## src/sv/fcr_pkg.sv

```systemverilog
package fcr_pkg;

    // Layer geometry
    localparam int IN_SIZE  = 64;
    localparam int OUT_SIZE = 16;

    // Field widths
    localparam int CMD_W   = 2;
    localparam int ROW_W   = 4;
    localparam int COL_W   = 6;
    localparam int VAL_W   = 16;
    localparam int ACC_W   = 40;
    localparam int NIDX_W  = 4;
    localparam int FRAC_SH = 8;

    // Store address widths
    localparam int W_DEPTH = OUT_SIZE * IN_SIZE;
    localparam int W_AW    = (W_DEPTH > 1) ? $clog2(W_DEPTH) : 1;
    localparam int V_AW    = (IN_SIZE > 1) ? $clog2(IN_SIZE) : 1;
    localparam int B_AW    = (OUT_SIZE > 1) ? $clog2(OUT_SIZE) : 1;
    localparam int ADDR_W  = W_AW;

    localparam logic [V_AW-1:0] COL_LAST = V_AW'(IN_SIZE - 1);
    localparam logic [B_AW-1:0] NEU_LAST = B_AW'(OUT_SIZE - 1);

    // Queues between and after the two halves (depths are powers of two)
    localparam int IQ_DEPTH = 4;
    localparam int IQ_AW    = 2;
    localparam int IQ_CW    = $clog2(IQ_DEPTH + 1);
    localparam int OQ_DEPTH = 2;
    localparam int OQ_AW    = 1;
    localparam int OQ_CW    = $clog2(OQ_DEPTH + 1);

    // Command codes on the input
    localparam logic [CMD_W-1:0] CMD_WEIGHT = 2'd0;
    localparam logic [CMD_W-1:0] CMD_BIAS   = 2'd1;
    localparam logic [CMD_W-1:0] CMD_DATA   = 2'd2;

    typedef enum logic [1:0] {
        OP_WEIGHT = 2'd0,
        OP_BIAS   = 2'd1,
        OP_DATA   = 2'd2
    } t_op_kind;

    typedef struct packed {
        logic [CMD_W-1:0]        command;
        logic [ROW_W-1:0]        row_index;
        logic [COL_W-1:0]        column_index;
        logic signed [VAL_W-1:0] value;
    } t_in_item;

    typedef struct packed {
        logic signed [ACC_W-1:0] result;
        logic [NIDX_W-1:0]       neuron_index;
        logic                    last;
    } t_out_item;

    typedef struct packed {
        t_op_kind          kind;
        logic [ADDR_W-1:0] addr;
        logic [VAL_W-1:0]  value;
        logic              fire;
    } t_op;

endpackage

```

## src/sv/fcr_front.sv

```systemverilog
module fcr_front (
    input  logic            i_clk,
    input  logic            i_rst_n,
    input  logic            i_push,
    output logic            o_full,
    input  fcr_pkg::t_in_item i_in_item,
    output logic            o_op_valid,
    output fcr_pkg::t_op    o_op,
    input  logic            i_op_take
);
    import fcr_pkg::*;

    t_op             r_mem [IQ_DEPTH];
    logic [IQ_AW-1:0] r_wp;
    logic [IQ_AW-1:0] r_rp;
    logic [IQ_CW-1:0] r_cnt;
    logic [V_AW-1:0]  r_count;
    logic [V_AW-1:0]  n_count;

    logic w_accept;
    logic w_enq;
    logic w_deq;
    t_op  w_op;

    assign o_full     = (r_cnt == IQ_CW'(IQ_DEPTH));
    assign w_accept   = i_push && !o_full;
    assign o_op_valid = (r_cnt != '0);
    assign o_op       = r_mem[r_rp];
    assign w_deq      = i_op_take && o_op_valid;

    // Classify: drop unused commands and out-of-range loads, tag the closing element
    always_comb begin
        w_enq      = 1'b0;
        w_op.kind  = OP_DATA;
        w_op.addr  = '0;
        w_op.value = i_in_item.value;
        w_op.fire  = 1'b0;
        n_count    = r_count;
        case (i_in_item.command)
            CMD_WEIGHT: begin
                if (int'(i_in_item.row_index) < OUT_SIZE &&
                    int'(i_in_item.column_index) < IN_SIZE) begin
                    w_enq     = 1'b1;
                    w_op.kind = OP_WEIGHT;
                    w_op.addr = ADDR_W'(int'(i_in_item.row_index) * IN_SIZE
                                        + int'(i_in_item.column_index));
                end
            end
            CMD_BIAS: begin
                if (int'(i_in_item.row_index) < OUT_SIZE) begin
                    w_enq     = 1'b1;
                    w_op.kind = OP_BIAS;
                    w_op.addr = ADDR_W'(i_in_item.row_index);
                end
            end
            CMD_DATA: begin
                w_enq     = 1'b1;
                w_op.kind = OP_DATA;
                w_op.addr = ADDR_W'(r_count);
                w_op.fire = (r_count == COL_LAST);
                n_count   = (r_count == COL_LAST) ? '0 : r_count + 1'b1;
            end
            default: begin
                w_enq = 1'b0;
            end
        endcase
    end

    always_ff @(posedge i_clk) begin
        if (!i_rst_n) begin
            r_wp    <= '0;
            r_rp    <= '0;
            r_cnt   <= '0;
            r_count <= '0;
        end else begin
            if (w_accept) begin
                r_count <= n_count;
            end
            if (w_accept && w_enq) begin
                r_wp <= r_wp + 1'b1;
            end
            if (w_deq) begin
                r_rp <= r_rp + 1'b1;
            end
            if ((w_accept && w_enq) && !w_deq) begin
                r_cnt <= r_cnt + 1'b1;
            end else if (!(w_accept && w_enq) && w_deq) begin
                r_cnt <= r_cnt - 1'b1;
            end
        end
    end

    always_ff @(posedge i_clk) begin
        if (w_accept && w_enq) begin
            r_mem[r_wp] <= w_op;
        end
    end

endmodule

```

## config.mk

```make
export PLATFORM = sky130hd
export DESIGN_NAME = fcr_front
export DESIGN_NICKNAME = d
export VERILOG_FILES = /design/src/sv/fcr_pkg.sv /design/src/sv/fcr_front.sv
export SDC_FILE = /design/constraint.sdc
export NUM_CORES = 1
export LEC_CHECK = 0
export BUFFER_PORTS_ARGS = -buffer_cell sky130_fd_sc_hd__buf_2
export CORE_MARGIN = 1
export CORE_UTILIZATION = 60
export CTS_BUF_LIST = sky130_fd_sc_hd__clkbuf_4
export CTS_CLUSTER_SIZE = 14
export DETAILED_ROUTE_END_ITERATION = 16
export GPL_TIMING_DRIVEN = 0
export PLACE_DENSITY = 0.86
export SLEW_MARGIN = 20
export SYNTH_ARGS = -nofsm -noshare
export SYNTH_HDL_FRONTEND = slang
export SYNTH_SLANG_ARGS = --single-unit
```

## constraint.sdc

```tcl
create_clock -name i_clk -period 2.4 [get_ports i_clk]
set_clock_uncertainty 0.05 [all_clocks]
set_input_delay 0.72 -clock i_clk [delete_from_list [all_inputs] [get_ports i_clk]]
set_output_delay 0.72 -clock i_clk [all_outputs]
set_load 0.01 [all_outputs]
```

==> flow_summary_export.csv <==
group,metric,value,unit
floorplan,die_area,0.008954,mm^2
logic_synthesis,syn_area,0.005147,mm^2
job,cap_viol_max_count,0,
placed_design,dpl_worst_slack,-151.5,ps
global_route,grt.total_usage,0.2419,
final_layout,n_antenna_cell,0,
sta,tightestPinTransition,572.4,ps
logic_synthesis,synth.area.top_cells,"edfxtp_1 (68%), mux4_2 (13%), dfxtp_1 (5.8%)",
clocking,clock_path_buffers,2,
sta,finalWorstSetupSlack,-186.0,ps
global_route,antenna_found_initial,0,
critical_path,path_max_fanout,5,
sta,timing.slew.headroom,0.6184,
clocking,cts_tree,"yes",
routing,vias,2786,
routing,wl_per_cell,20.59,um
global_route,grtUsageMet3,0.07005,
global_route,grt_pass1_vias,2724,
logic_synthesis,yosysWarnings,0,
clocking,htreeDepth,4,
global_route,grt_max_degree,28,
logic_synthesis,syn-num-nets,308,
floorplan,core_area,0.008258,mm^2
logic_synthesis,synth.distinct_cells,34,
routing,drc,0,
placed_design,dp_cells,440,
global_route,grtUsageMet1,0.3135,
floorplan,die_h,94.63,um
critical_path,reg2reg_slack,100,ps
clocking,clockRootBuffer,"clkbuf_4",
power,p_leak,2.224,nW
floorplan,start_util,0.6233,
sta,max_freq,386.7,MHz
logic_synthesis,ys.flop_type,"edfxtp_1",
critical_path,end_kind,"primary output",
logic_synthesis,ys_seq_area_frac,0.7351,
global_route,overflow,0,
placed_design,gp_congestion,0.8743,
sta,finalCriticalPeriod,2586,ps
clocking,path_clk_slew,120,ps
routing,dr.pass1.iters,4,
critical_path,cp.required,1630,ps
routing,dr.first_iter.drc_count,155,
routing,ant_nets,0,
logic_synthesis,syn_area_per_cell,19.14,um^2
worst_hold_path,whs_path_depth,1,
sta,worst_hold_slack,380.6,ps
power,ir_drop,0.5449,mV
logic_synthesis,synthCells,269,
critical_path,start_kind,"flip-flop",
final_layout,fin_nets,398,
clocking,cts_num_sinks,131,
critical_path,r2r_cells,9,
sta,slew_viol_final,0,
logic_synthesis,synth_edf_count,116,
floorplan,pin_count,63,
worst_hold_path,min-delay-path-class,"input port to flip-flop",
final_layout,finish.utilization,0.7608,
sta,rsz0062_at_grt,"yes",
sta,finalHoldViolCount,0,
floorplan,die_w,94.63,um
power,p_per_area,1021,mW/mm^2
placed_design,post-dp-hpwl,5.867,mm
routing,drt-vias-per-instance,5.841,
floorplan,num_rows,33,
clocking,cts_buffers,17,
final_layout,area_growth,22.05,%
logic_synthesis,async_flop_share,0,
sta,finalCritPeriodShare,1.078,
final_layout,instances_no_fill,477,
global_route,met2_usage,0.3837,
global_route,grt_pass1_wl,15.19,mm
status,outcome,"finished with violations",
status,violations,"negative setup slack",
logic_synthesis,ys_ff_latch,131,
logic_synthesis,synth_top_area_frac,0.6767,
power,p_total,6.413,mW
critical_path,cp.arrival,1820,ps
sta,finalSetupViolations,29,
global_route,busiest_layer,"met2",
final_layout,fillCellCount,458,
final_layout,drive_gt1_frac,0.4113,
placed_design,io_buffer_count,62,
routing,drt_wl_total,9.823,mm
logic_synthesis,yosysTopAreaCell,"edfxtp_1",
critical_path,criticalPathCategory,"flip-flop to primary output",
clocking,clk_latency,490,ps
-- worst paths after layout --
| kind | from | to |
|---|---|---|
| setup / recovery | flip-flop | o_op[21] |
| hold / removal | i_in_item[11] | r_mem[0][12] |
| setup reg to reg | r_cnt[2] | r_cnt[2] |
| hold reg to reg | r_wp[0] | r_wp[0] |
-- cells in the mapped netlist (all sizes together) (2+ instances only) --
library cell and n:
nand3 6, ha 6, nand2 14, and2 9, mux4 29, edfxtp 116, xor2 4, mux2i 11
nor2 8, o21ai 6, and3 3, nor2b 2, buf 7, nand2b 4, a21oi 3, o31ai 2
o211ai 2, or3 3, clkbuf 5, inv 5, dfxtp 15
-- state kept, by name, indices dropped and copies added, names as in the netlist, named ones only --
register  cells
r_mem       116
r_rp          2
r_count       6
r_cnt         3
r_wp          2
-- metal layers --
| metal | part of all wire | vias up |
|---|---|---|
| li1 | - | 1269 |
| met1 | 0.38 | 1354 |
| met2 | 0.52 | 144 |
| met3 | 0.075 | 19 |
| met4 | 0.024 | 0 |
| met5 | 0 | - |
-- cell type report --
cell class / instances / area (um^2) / share of cell area
plain buffers: 11 / 101.3 / 0.01613
clock buffers: 17 / 127.6 / 0.02031
clock inverters: 15 / 229.0 / 0.03645
inverters: 5 / 23.77 / 0.003784
multi-input cells: 121 / 1313 / 0.2089
flip-flops and latches: 131 / 3796 / 0.6043
well taps: 105 / 131.4 / 0.02091
repair buffers: 72 / 560.5 / 0.08923
-- cells by family (layout without fill, tap and decap cells) --
kind of cell,count (synthesis),count (layout),share of synthesized area
xor+xnor,4,4,0.006805
buf+inv,17,120,0.01556
mux,40,40,0.1483
compound gates,16,16,0.01969
simple gates,54,54,0.05615
fa+ha+maj,7,7,0.01847
flops,131,131,0.7351
-- cells in the final DEF (no fill, tap or decap), drive strengths merged --
cell      synthesis  routed
and3b             1       1
bufinv            0       5
buf               7      78
nor4              1       1
mux2i            11      11
nand2b            4       4
edfxtp          116     116
and3              3       3
xor2              4       4
ha                6       6
nand2            14      14
nand3b            1       1
o211ai            2       2
o21ai             6       6
and4              1       1
dfxtp            15      15
nor2b             2       2
fa                1       1
o221ai            1       1
o311ai            1       1
a21oi             3       3
inv               5       9
and2              9       9
o31ai             2       2
clkbuf            5      22
o32ai             1       1
or3               3       3
clkinvlp          0       3
nand3             6       6
nor2              8       8
mux4             29      29
or3b              1       1
clkinv            0       3
-- where the power goes --
part	leakage [nW]	internal, mW	switching [mW]
Clock	0.177	0.945	0.833
Sequential	1.19	2.71	0.0872
Combinational	0.854	1.03	0.814
Total	2.22	4.68	1.73
-- repair_timing --
item	4_1_cts	5_1_grt
pin swaps	0	2
setup buffers	3	2
hold buffers	0	0
gates cloned	1	0
gates resized for setup	31	21
setup endpoints to repair	31	31
-- critical path: stages, from the launching register on --
cell,delay (ps)
dfxtp_4,380
buf_12,130
buf_12,120
mux4_2,550
buf_6,150
-- metrics by stage --
stage                     setup TNS [ps]  area, um^2
after global routing               -6752        6282
after detailed placement           -1083        5674
final                              -3694        6282
after floorplan                        0        5147
after global placement            -49870        5589
after CTS                          -4787        6187
(Power assumes the default switching activity.)
